$ cat src/sv/rotated_rect_window_command_gen_core_assert.svh
// assertion macros for the checks of the core file
`ifndef ROTATED_RECT_WINDOW_COMMAND_GEN_CORE_ASSERT_SVH
`define ROTATED_RECT_WINDOW_COMMAND_GEN_CORE_ASSERT_SVH

// antecedent implies consequent in the same cycle
`define RRW_ASSERT_NOW(label, ante, cons) \
    label: assert property (@(posedge clk) disable iff (!rst_n) (ante) |-> (cons)) \
        else $error("rrw assertion failed");

// antecedent implies consequent in the next cycle
`define RRW_ASSERT_NEXT(label, ante, cons) \
    label: assert property (@(posedge clk) disable iff (!rst_n) (ante) |=> (cons)) \
        else $error("rrw assertion failed");

`endif

$ cat src/sv/rrw_pkg.sv
package rrw_pkg;

    // coordinate width default
    localparam int COORD_BITS_DEFAULT = 12;

    // register field widths
    localparam int ROT_BITS   = 2;
    localparam int PANEL_BITS = 11;
    localparam int SIZE_BITS  = 11;
    localparam int CFG_BITS   = 11;
    localparam int INDEX_BITS = 2;

    // register indexes
    localparam logic [INDEX_BITS-1:0] REG_ROTATION      = 2'd0;
    localparam logic [INDEX_BITS-1:0] REG_PANEL_COLUMNS = 2'd1;
    localparam logic [INDEX_BITS-1:0] REG_PANEL_ROWS    = 2'd2;

    // register reset values
    localparam logic [ROT_BITS-1:0]   ROTATION_RESET = 2'd0;
    localparam logic [PANEL_BITS-1:0] COLUMNS_RESET  = 11'd320;
    localparam logic [PANEL_BITS-1:0] ROWS_RESET     = 11'd480;

    // rotation codes
    localparam logic [ROT_BITS-1:0] ROT_LANDSCAPE = 2'd0;
    localparam logic [ROT_BITS-1:0] ROT_LEFT      = 2'd1;
    localparam logic [ROT_BITS-1:0] ROT_RIGHT     = 2'd2;
    localparam logic [ROT_BITS-1:0] ROT_FLIPPED   = 2'd3;

    // bus commands
    localparam logic [7:0] CMD_COLUMN = 8'h2a;
    localparam logic [7:0] CMD_ROW    = 8'h2b;
    localparam logic [7:0] CMD_MEMORY = 8'h2c;

    // word slots of one sequence
    localparam int WORD_COUNT = 11;
    localparam int SLOT_BITS  = $clog2(WORD_COUNT);
    localparam logic [SLOT_BITS-1:0] SLOT_CMD_COL = 4'd0;
    localparam logic [SLOT_BITS-1:0] SLOT_C0_HI   = 4'd1;
    localparam logic [SLOT_BITS-1:0] SLOT_C0_LO   = 4'd2;
    localparam logic [SLOT_BITS-1:0] SLOT_C1_HI   = 4'd3;
    localparam logic [SLOT_BITS-1:0] SLOT_C1_LO   = 4'd4;
    localparam logic [SLOT_BITS-1:0] SLOT_CMD_ROW = 4'd5;
    localparam logic [SLOT_BITS-1:0] SLOT_R0_HI   = 4'd6;
    localparam logic [SLOT_BITS-1:0] SLOT_R0_LO   = 4'd7;
    localparam logic [SLOT_BITS-1:0] SLOT_R1_HI   = 4'd8;
    localparam logic [SLOT_BITS-1:0] SLOT_R1_LO   = 4'd9;
    localparam logic [SLOT_BITS-1:0] SLOT_CMD_MEM = 4'd10;

    // window queue depth
    localparam int QUEUE_DEPTH = 2;

    // window words are sent as 16-bit two's complement
    localparam int WIN_BITS = 16;

    typedef struct packed {
        logic [WIN_BITS-1:0] c0;
        logic [WIN_BITS-1:0] c1;
        logic [WIN_BITS-1:0] r0;
        logic [WIN_BITS-1:0] r1;
    } win_t;

    // front to queue
    typedef struct packed {
        logic push;
        win_t win;
    } q_wr_t;

    // queue status
    typedef struct packed {
        logic valid;
        logic full;
    } q_stat_t;

endpackage

$ cat src/sv/rrw_front.sv
module rrw_front #(
    parameter int COORD_BITS = rrw_pkg::COORD_BITS_DEFAULT
) (
    input  logic                                   clk,
    input  logic                                   rst_n,
    input  logic                                   in_valid,
    output logic                                   in_stall,
    input  logic signed [COORD_BITS-1:0]           rect_x,
    input  logic signed [COORD_BITS-1:0]           rect_y,
    input  logic [rrw_pkg::SIZE_BITS-1:0]          rect_width,
    input  logic [rrw_pkg::SIZE_BITS-1:0]          rect_height,
    input  logic [rrw_pkg::ROT_BITS-1:0]           rotation,
    input  logic [rrw_pkg::PANEL_BITS-1:0]         panel_columns,
    input  logic [rrw_pkg::PANEL_BITS-1:0]         panel_rows,
    input  rrw_pkg::q_stat_t                       q_stat,
    output rrw_pkg::q_wr_t                         q_wr
);

    localparam int ARITH_BITS = ((COORD_BITS > 12) ? COORD_BITS : 12) + 2;
    localparam int PB = rrw_pkg::PANEL_BITS;
    localparam int WB = rrw_pkg::WIN_BITS;

    logic signed [ARITH_BITS-1:0] xs, ys, ext_x, ext_y, x_end, y_end;
    logic                         portrait, accepted, advance;
    logic [PB-1:0]                xe_clip, ye_clip;

    logic          s1_valid_reg, s1_valid_next;
    logic [PB-1:0] x_reg, y_reg, xe_reg, ye_reg;

    logic [WB-1:0] x16, y16, xe16, ye16, pw16, ph16;
    rrw_pkg::win_t win;

    // extents for the current rotation
    assign portrait = (rotation == rrw_pkg::ROT_LEFT) || (rotation == rrw_pkg::ROT_RIGHT);
    assign ext_x = $signed({{(ARITH_BITS-PB){1'b0}}, (portrait ? panel_columns : panel_rows)});
    assign ext_y = $signed({{(ARITH_BITS-PB){1'b0}}, (portrait ? panel_rows : panel_columns)});

    // reject check and clipped far edges
    assign xs = $signed({{(ARITH_BITS-COORD_BITS){rect_x[COORD_BITS-1]}}, rect_x});
    assign ys = $signed({{(ARITH_BITS-COORD_BITS){rect_y[COORD_BITS-1]}}, rect_y});
    assign x_end = xs + $signed({{(ARITH_BITS-rrw_pkg::SIZE_BITS){1'b0}}, rect_width});
    assign y_end = ys + $signed({{(ARITH_BITS-rrw_pkg::SIZE_BITS){1'b0}}, rect_height});
    assign accepted = !xs[ARITH_BITS-1] && !ys[ARITH_BITS-1] && (xs <= ext_x) && (ys <= ext_y);
    assign xe_clip = (x_end > ext_x) ? ext_x[PB-1:0] : x_end[PB-1:0];
    assign ye_clip = (y_end > ext_y) ? ext_y[PB-1:0] : y_end[PB-1:0];

    // stage moves when empty or when the queue takes its window
    assign advance  = !s1_valid_reg || !q_stat.full;
    assign in_stall = !advance;
    assign s1_valid_next = advance ? (in_valid && accepted) : s1_valid_reg;

    always_ff @(posedge clk or negedge rst_n)
    begin
        if (!rst_n)
        begin
            s1_valid_reg <= 1'b0;
        end
        else
        begin
            s1_valid_reg <= s1_valid_next;
        end
    end

    always_ff @(posedge clk)
    begin
        if (advance)
        begin
            x_reg  <= xs[PB-1:0];
            y_reg  <= ys[PB-1:0];
            xe_reg <= xe_clip;
            ye_reg <= ye_clip;
        end
    end

    // map to panel window
    assign x16  = {{(WB-PB){1'b0}}, x_reg};
    assign y16  = {{(WB-PB){1'b0}}, y_reg};
    assign xe16 = {{(WB-PB){1'b0}}, xe_reg};
    assign ye16 = {{(WB-PB){1'b0}}, ye_reg};
    assign pw16 = {{(WB-PB){1'b0}}, panel_columns};
    assign ph16 = {{(WB-PB){1'b0}}, panel_rows};

    always_comb
    begin
        unique case (rotation)
            rrw_pkg::ROT_LEFT:
            begin
                win.c0 = x16;
                win.c1 = xe16 - WB'(1);
                win.r0 = y16;
                win.r1 = ye16 - WB'(1);
            end
            rrw_pkg::ROT_RIGHT:
            begin
                win.c0 = pw16 - xe16;
                win.c1 = pw16 + ~x16;
                win.r0 = ph16 - ye16;
                win.r1 = ph16 + ~y16;
            end
            rrw_pkg::ROT_FLIPPED:
            begin
                win.c0 = pw16 - ye16;
                win.c1 = pw16 + ~y16;
                win.r0 = x16;
                win.r1 = xe16 - WB'(1);
            end
            default:
            begin
                win.c0 = y16;
                win.c1 = ye16 - WB'(1);
                win.r0 = ph16 - xe16;
                win.r1 = ph16 + ~x16;
            end
        endcase
    end

    assign q_wr.push = s1_valid_reg && !q_stat.full;
    assign q_wr.win  = win;

endmodule

$ cat src/sv/rrw_queue.sv
module rrw_queue #(
    parameter int DEPTH = rrw_pkg::QUEUE_DEPTH
) (
    input  logic             clk,
    input  logic             rst_n,
    input  rrw_pkg::q_wr_t   q_wr,
    input  logic             pop,
    output rrw_pkg::q_stat_t q_stat,
    output rrw_pkg::win_t    head
);

    localparam int PTR_BITS = (DEPTH > 1) ? $clog2(DEPTH) : 1;
    localparam int CNT_BITS = $clog2(DEPTH + 1);

    rrw_pkg::win_t       entry_reg [DEPTH];
    logic [PTR_BITS-1:0] wr_ptr_reg, wr_ptr_next, rd_ptr_reg, rd_ptr_next;
    logic [CNT_BITS-1:0] count_reg, count_next;
    logic                do_push, do_pop;

    assign q_stat.valid = (count_reg != '0);
    assign q_stat.full  = (count_reg == CNT_BITS'(DEPTH));
    assign head         = entry_reg[rd_ptr_reg];

    assign do_push = q_wr.push && !q_stat.full;
    assign do_pop  = pop && q_stat.valid;

    // pointer and fill count update
    always_comb
    begin
        wr_ptr_next = wr_ptr_reg;
        rd_ptr_next = rd_ptr_reg;
        count_next  = count_reg;
        if (do_push)
        begin
            wr_ptr_next = (wr_ptr_reg == PTR_BITS'(DEPTH - 1)) ? '0 : wr_ptr_reg + PTR_BITS'(1);
        end
        if (do_pop)
        begin
            rd_ptr_next = (rd_ptr_reg == PTR_BITS'(DEPTH - 1)) ? '0 : rd_ptr_reg + PTR_BITS'(1);
        end
        if (do_push && !do_pop)
        begin
            count_next = count_reg + CNT_BITS'(1);
        end
        else if (do_pop && !do_push)
        begin
            count_next = count_reg - CNT_BITS'(1);
        end
    end

    always_ff @(posedge clk or negedge rst_n)
    begin
        if (!rst_n)
        begin
            wr_ptr_reg <= '0;
            rd_ptr_reg <= '0;
            count_reg  <= '0;
        end
        else
        begin
            wr_ptr_reg <= wr_ptr_next;
            rd_ptr_reg <= rd_ptr_next;
            count_reg  <= count_next;
        end
    end

    always_ff @(posedge clk)
    begin
        if (do_push)
        begin
            entry_reg[wr_ptr_reg] <= q_wr.win;
        end
    end

endmodule

$ cat src/sv/rrw_back.sv
module rrw_back (
    input  logic             clk,
    input  logic             rst_n,
    input  rrw_pkg::q_stat_t q_stat,
    input  rrw_pkg::win_t    head,
    output logic             pop,
    output logic             out_valid,
    input  logic             out_stall,
    output logic             is_command,
    output logic [7:0]       bus_byte,
    output logic             last_word
);

    localparam int SB = rrw_pkg::SLOT_BITS;

    logic          cur_valid_reg, cur_valid_next;
    rrw_pkg::win_t cur_reg, cur_next;
    logic [SB-1:0] slot_reg, slot_next;
    logic          out_valid_reg, out_valid_next;
    logic          is_command_reg, last_word_reg;
    logic [7:0]    bus_byte_reg;
    logic          load, emit, refill;
    logic          word_cmd, word_last;
    logic [7:0]    word_byte;

    // output register refills when empty or taken
    assign load   = !out_valid_reg || !out_stall;
    assign emit   = load && cur_valid_reg;
    assign refill = !cur_valid_reg || (emit && (slot_reg == rrw_pkg::SLOT_CMD_MEM));
    assign pop    = refill && q_stat.valid;

    assign cur_valid_next = refill ? q_stat.valid : cur_valid_reg;
    assign cur_next       = pop ? head : cur_reg;
    assign slot_next      = refill ? rrw_pkg::SLOT_CMD_COL
                          : (emit ? slot_reg + SB'(1) : slot_reg);
    assign out_valid_next = load ? cur_valid_reg : out_valid_reg;

    // word for the current slot
    always_comb
    begin
        word_cmd  = 1'b0;
        word_last = 1'b0;
        unique case (slot_reg)
            rrw_pkg::SLOT_CMD_COL:
            begin
                word_cmd  = 1'b1;
                word_byte = rrw_pkg::CMD_COLUMN;
            end
            rrw_pkg::SLOT_C0_HI:   word_byte = cur_reg.c0[15:8];
            rrw_pkg::SLOT_C0_LO:   word_byte = cur_reg.c0[7:0];
            rrw_pkg::SLOT_C1_HI:   word_byte = cur_reg.c1[15:8];
            rrw_pkg::SLOT_C1_LO:   word_byte = cur_reg.c1[7:0];
            rrw_pkg::SLOT_CMD_ROW:
            begin
                word_cmd  = 1'b1;
                word_byte = rrw_pkg::CMD_ROW;
            end
            rrw_pkg::SLOT_R0_HI:   word_byte = cur_reg.r0[15:8];
            rrw_pkg::SLOT_R0_LO:   word_byte = cur_reg.r0[7:0];
            rrw_pkg::SLOT_R1_HI:   word_byte = cur_reg.r1[15:8];
            rrw_pkg::SLOT_R1_LO:   word_byte = cur_reg.r1[7:0];
            rrw_pkg::SLOT_CMD_MEM:
            begin
                word_cmd  = 1'b1;
                word_last = 1'b1;
                word_byte = rrw_pkg::CMD_MEMORY;
            end
            default:               word_byte = 8'h00;
        endcase
    end

    always_ff @(posedge clk or negedge rst_n)
    begin
        if (!rst_n)
        begin
            cur_valid_reg <= 1'b0;
            slot_reg      <= rrw_pkg::SLOT_CMD_COL;
            out_valid_reg <= 1'b0;
        end
        else
        begin
            cur_valid_reg <= cur_valid_next;
            slot_reg      <= slot_next;
            out_valid_reg <= out_valid_next;
        end
    end

    always_ff @(posedge clk)
    begin
        cur_reg <= cur_next;
        if (emit)
        begin
            is_command_reg <= word_cmd;
            bus_byte_reg   <= word_byte;
            last_word_reg  <= word_last;
        end
    end

    assign out_valid  = out_valid_reg;
    assign is_command = is_command_reg;
    assign bus_byte   = bus_byte_reg;
    assign last_word  = last_word_reg;

endmodule

$ cat src/sv/rotated_rect_window_command_gen_core.sv
// channel   direction  handshake            payload
// in        input      in_valid / in_stall  rect_x, rect_y, rect_width, rect_height
// out       output     out_valid/out_stall  is_command, bus_byte, last_word
// cfg       input      cfg_we               cfg_index, cfg_data
//
// each accepted rectangle gives 11 output words from the word sequencer of the back end,
// one per cycle while out_stall is low; a new rectangle can be taken while earlier words go out.
// on its way to the first word a rectangle passes the front stage, the queue and the back end's
// current window and output registers. rejected rectangles are taken but give no words.
// reset is asynchronous, active low; it restores the register defaults and empties the queue.
// an output stall holds the word; input stalls when the front stage holds a window
// and the window queue is full.
`include "rotated_rect_window_command_gen_core_assert.svh"

module rotated_rect_window_command_gen_core #(
    parameter int COORD_BITS  = rrw_pkg::COORD_BITS_DEFAULT,
    parameter int QUEUE_DEPTH = rrw_pkg::QUEUE_DEPTH
) (
    input  logic                            clk,
    input  logic                            rst_n,
    input  logic                            cfg_we,
    input  logic [rrw_pkg::INDEX_BITS-1:0]  cfg_index,
    input  logic [rrw_pkg::CFG_BITS-1:0]    cfg_data,
    input  logic                            in_valid,
    output logic                            in_stall,
    input  logic signed [COORD_BITS-1:0]    rect_x,
    input  logic signed [COORD_BITS-1:0]    rect_y,
    input  logic [rrw_pkg::SIZE_BITS-1:0]   rect_width,
    input  logic [rrw_pkg::SIZE_BITS-1:0]   rect_height,
    output logic                            out_valid,
    input  logic                            out_stall,
    output logic                            is_command,
    output logic [7:0]                      bus_byte,
    output logic                            last_word
);

    logic [rrw_pkg::ROT_BITS-1:0]   rotation_reg;
    logic [rrw_pkg::PANEL_BITS-1:0] columns_reg, rows_reg;

    rrw_pkg::q_wr_t   q_wr;
    rrw_pkg::q_stat_t q_stat;
    rrw_pkg::win_t    head;
    logic             pop;

    // configuration registers
    always_ff @(posedge clk or negedge rst_n)
    begin
        if (!rst_n)
        begin
            rotation_reg <= rrw_pkg::ROTATION_RESET;
            columns_reg  <= rrw_pkg::COLUMNS_RESET;
            rows_reg     <= rrw_pkg::ROWS_RESET;
        end
        else if (cfg_we)
        begin
            case (cfg_index)
                rrw_pkg::REG_ROTATION:      rotation_reg <= cfg_data[rrw_pkg::ROT_BITS-1:0];
                rrw_pkg::REG_PANEL_COLUMNS: columns_reg  <= cfg_data;
                rrw_pkg::REG_PANEL_ROWS:    rows_reg     <= cfg_data;
                default:                    rotation_reg <= rotation_reg;
            endcase
        end
    end

    // front: check, clip and map
    rrw_front #(
        .COORD_BITS(COORD_BITS)
    ) u_front (
        .clk          (clk),
        .rst_n        (rst_n),
        .in_valid     (in_valid),
        .in_stall     (in_stall),
        .rect_x       (rect_x),
        .rect_y       (rect_y),
        .rect_width   (rect_width),
        .rect_height  (rect_height),
        .rotation     (rotation_reg),
        .panel_columns(columns_reg),
        .panel_rows   (rows_reg),
        .q_stat       (q_stat),
        .q_wr         (q_wr)
    );

    // window queue
    rrw_queue #(
        .DEPTH(QUEUE_DEPTH)
    ) u_queue (
        .clk   (clk),
        .rst_n (rst_n),
        .q_wr  (q_wr),
        .pop   (pop),
        .q_stat(q_stat),
        .head  (head)
    );

    // back: word sequencer
    rrw_back u_back (
        .clk       (clk),
        .rst_n     (rst_n),
        .q_stat    (q_stat),
        .head      (head),
        .pop       (pop),
        .out_valid (out_valid),
        .out_stall (out_stall),
        .is_command(is_command),
        .bus_byte  (bus_byte),
        .last_word (last_word)
    );

    // checks
    `RRW_ASSERT_NOW(a_push_not_full, q_wr.push, !q_stat.full)
    `RRW_ASSERT_NOW(a_last_is_memory, out_valid && last_word,
        is_command && (bus_byte == rrw_pkg::CMD_MEMORY))
    `RRW_ASSERT_NOW(a_command_byte, out_valid && is_command,
        (bus_byte == rrw_pkg::CMD_COLUMN) || (bus_byte == rrw_pkg::CMD_ROW)
        || (bus_byte == rrw_pkg::CMD_MEMORY))
    `RRW_ASSERT_NEXT(a_stall_holds, out_valid && out_stall,
        out_valid && $stable(bus_byte) && $stable(is_command) && $stable(last_word))

endmodule

$ cat config.mk
export PLATFORM = sky130hd
export DESIGN_NAME = rotated_rect_window_command_gen_core
export DESIGN_NICKNAME = d
export VERILOG_FILES = /design/src/sv/rrw_pkg.sv /design/src/sv/rrw_front.sv /design/src/sv/rrw_queue.sv /design/src/sv/rrw_back.sv /design/src/sv/rotated_rect_window_command_gen_core.sv
export VERILOG_INCLUDE_DIRS = /design/src /design/src/sv
export SDC_FILE = /design/constraint.sdc
export NUM_CORES = 1
export LEC_CHECK = 0
export BUFFER_PORTS_ARGS = -buffer_cell sky130_fd_sc_hd__buf_4
export CORE_ASPECT_RATIO = 1.2
export CORE_MARGIN = 1.5
export CORE_UTILIZATION = 46
export CTS_CLUSTER_SIZE = 10
export DETAILED_ROUTE_END_ITERATION = 10
export GPL_ROUTABILITY_DRIVEN = 0
export SYNTH_ARGS = -nofsm -noshare
export SYNTH_HDL_FRONTEND = slang
export SYNTH_SLANG_ARGS = --single-unit
$ cat constraint.sdc
create_clock -name clk -period 8.1 [get_ports clk]
set_clock_uncertainty 0.2 [all_clocks]
set_input_delay 0.81 -clock clk [delete_from_list [all_inputs] [get_ports clk]]
set_output_delay 0.81 -clock clk [all_outputs]
set_load 0.01 [all_outputs]
==> impl_metrics.csv <==
group,metric,value,unit
sta,setup_viol,0,
power_and_ir_drop,seq_power_share,0.366,
drt,wl,39300,um
drt,drt_pass1_iterations,5,
clocking,cts_made_buffers,30,
drt,ant_nets,0,
power_and_ir_drop,power_frac_comb,0.410,
logic_synthesis,synth_ff_type,"edfxtp_1",
worst_setup_path,cp.required,8.21,ns
drt,drc,0,
outcome,status,"completed",
cells_and_area,multi_input_area,7280,um^2
floorplanning,core,32500,um^2
worst_setup_path,critPathMaxStageDelay,0.78,ns
cells_and_area,fillers,2862,
sta,fin_ws,3.79,ns
clocking,cts.sinks,257,
floorplanning,dieArea,34400,um^2
cells_and_area,nNetsFinal,1554,
floorplanning,start_util,0.470,
worst_setup_path,critPathBufInv,2,
sta,final.setup.tns,0,ns
sta,worstMarginPinSlew,0.924,ns
clocking,root_buffer,"clkbuf_16",
floorplanning,die_y,203,um
worst_setup_path,cpMaxStageDelayCell,"ha_2",
logic_synthesis,synth_async_sr_flop_share,0.136,
clocking,cts_setup_buffers,0,
logic_synthesis,synth_top_cells_by_area,"edfxtp_1 (44%), ha_1 (9.9%), mux2_2 (6.0%)",
power_and_ir_drop,switching_share,0.377,
worst_setup_path,cpMostUsedCell,"nor4_1",
logic_synthesis,syn_inst,1294,
global_route,antenna_found_initial,0,
job,max_cap_violations,0,
cells_and_area,design_area,17200,um^2
cells_and_area,seq_area,7550,um^2
logic_synthesis,synth_top_cell_by_area,"edfxtp_1",
power_and_ir_drop,intPower,3.44,mW
clocking,clk_pin_slew,0.06,ns
power_and_ir_drop,pwr-share-clk,0.224,
clocking,ctsResizeCount,0,
logic_synthesis,netlist_area,15300,um^2
power_and_ir_drop,power_leakage,6.67,nW
floorplanning,fp-row-count,72,
clocking,cts_buffer_depth,3,
cells_and_area,final_common_cell,"edfxtp_1",
worst_setup_path,cp_top_family,"adder cells",
place,pre_cts_ws,3.28,ns
global_route,grt_pass1_vias,10500,
floorplanning,pin_count,76,
logic_synthesis,synth_edf_count,222,
worst_setup_path,reg2reg_depth,13,
drt,avgRoutedWirePerCell,21.5,um
sta,hold_viol,0,
worst_setup_path,startpoint_type,"flop",
power_and_ir_drop,vdd_drop_max,174,uV
logic_synthesis,yosysTopAreaCellShare,0.436,
cells_and_area,largest_register_ff_count,112,
worst_setup_path,worstSetupEndpointType,"flop",
drt,vias,10500,
worst_setup_path,cp_max_fo,24,
global_route,grt_pass1_wl,60400,um
worst_setup_path,arrival,4.43,ns
sta,rsz0062_at_grt,"no",
cells_and_area,diodes,0,
place,hpwlAfterDp,29200,um
sta,period_needed,4.31,ns
cells_and_area,layout_common_cells,"edfxtp_1 (222), ha_1 (119), buf_4 (87)",
cells_and_area,syn_to_final_growth,12.5,%
global_route,grt-ovfl-total,0,
sta,clock.fmax,232,MHz
global_route,track_usage,0.233,
logic_synthesis,ys_warn_count,0,
worst_setup_path,path_cells,"inv_1, ha_2, mux2i_1, ha_1, o21ai_0, a21oi_1, nor4_1, nor4_1, nor4_1, nor2_1, o21ai_1, buf_4, mux2_2",
sta,slew_headroom,0.384,
clocking,htreeDepth,1,
drt,viasPerCell,5.73,
worst_setup_path,critPathKind,"reg2reg",
worst_setup_path,cp.depth,13,
global_route,grt_max_degree,65,
logic_synthesis,synth.distinct_cells,68,
place,portBuffers,75,
power_and_ir_drop,p_switching,2.08,mW
sta,final_max_slew_viol_count,0,
clocking,holdBufCountCts,0,
cells_and_area,drive_above_1_share,0.167,
min_path,min_path_type,"in2async",
logic_synthesis,syn_nets,1485,
sta,post-route-period-util,0.533,
power_and_ir_drop,cellPowerDensity,321,nW/um^2
logic_synthesis,yosysSeqAreaShare,0.494,
place,place_area,16300,um^2
floorplanning,die_w,169,um
drt,drt_iter0_markers,698,
logic_synthesis,ys_seq_elements,257,
clocking,cts_tree,"yes",
clocking,clkLatencyLatePin,0.56,ns
logic_synthesis,syn_area_per_cell,11.8,um^2
## area by class of cell
cell class / instances / area share
Clock buffer: 54 / 0.0507
Inverter: 77 / 0.0168
Tap cell: 444 / 0.0323
Timing Repair Buffer: 87 / 0.0379
Multi-Input combinational cell: 910 / 0.423
Clock inverter: 2 / 0.000654
Sequential cell: 257 / 0.439
## kinds of logic (layout without fill, tap and decap cells)
logic type               Yosys count  after routing  share of synthesized area
adder cells (fa/ha/maj)          127            127                      0.107
multiplexers                     165            165                      0.115
AO/OA/AOI/OAI                    300            300                      0.132
flip-flops                       257            257                      0.494
XOR/XNOR                          67             67                     0.0384
AND/OR/NAND/NOR                  251            251                     0.0826
buffers and inverters            127            220                     0.0317
## metrics by stage
step / utilization / cells / total power [mW] / hold WS, ns
after CTS: 0.529 / 1831 / 5.54 / 0.0588
final: 0.529 / 1831 / 5.52 / 0.0414
after global placement: 0.502 / 1775 / 4.25 / 0.327
after global routing: 0.529 / 1831 / 5.86 / 0.0796
after floorplan: - / 1294 / 3.58 / 0.261
after detailed placement: 0.502 / 1775 / 4.29 / 0.331
## routing by layer
| layer | up-vias | routed length [um] | GRT usage |
|---|---|---|---|
| li1 | 5077 | - | - |
| met2 | 259 | 19800 | 0.420 |
| met3 | 83 | 1590 | 0.0238 |
| met1 | 5079 | 16300 | 0.281 |
| met4 | 0 | 1680 | 0.101 |
| met5 | - | 0 | 0 |
## final timing paths
check	start	to	slack, ns
hold reg to reg	u_queue.count_reg[1]	u_queue.count_reg[1]	0.34
setup / recovery	rotation_reg[1]	u_front.ye_reg[0]	3.79
max in group asynchronous	rst_n	u_queue.rd_ptr_reg	7.24
setup reg to reg	rotation_reg[1]	u_front.ye_reg[0]	3.79
hold / removal	rst_n	rotation_reg[0]	0.04
min in group clk	rect_x[10]	u_front.x_reg[10]	0.25
## synthesized netlist by cell type, types with 5 or more instances
master,n
a211oi_1,14
a21boi_0,6
a21o_1,10
a21oi_1,64
a221oi_1,13
a22oi_1,31
and2_1,5
and3_1,9
buf_1,10
clkbuf_1,35
dfrtp_1,29
dfstp_2,6
edfxtp_1,222
fa_1,6
ha_1,121
inv_1,77
mux2_2,82
mux2i_1,82
nand2_1,62
nand2b_1,12
nand3_1,13
nand3b_1,6
nand4_1,10
nor2_1,59
nor2b_1,14
nor3_1,22
nor4_1,5
o211ai_1,12
o21a_1,13
o21ai_0,58
o221ai_1,7
o22ai_1,20
o31ai_1,6
o32ai_1,7
o41ai_1,6
or2_2,9
or3_1,16
xnor2_1,34
xor2_1,33
## power by group through the flow
stage	Clock, mW	Sequential [mW]	Combinational, mW
6_report	1.24	2.02	2.26
5_1_grt	1.32	2.04	2.51
4_1_cts	1.26	2.02	2.26
3_5_place_dp	0	2.04	2.25
3_3_place_gp	0	2.04	2.22
2_1_floorplan	0	1.91	1.67
Note: power is estimated with default switching activity, not from simulation.
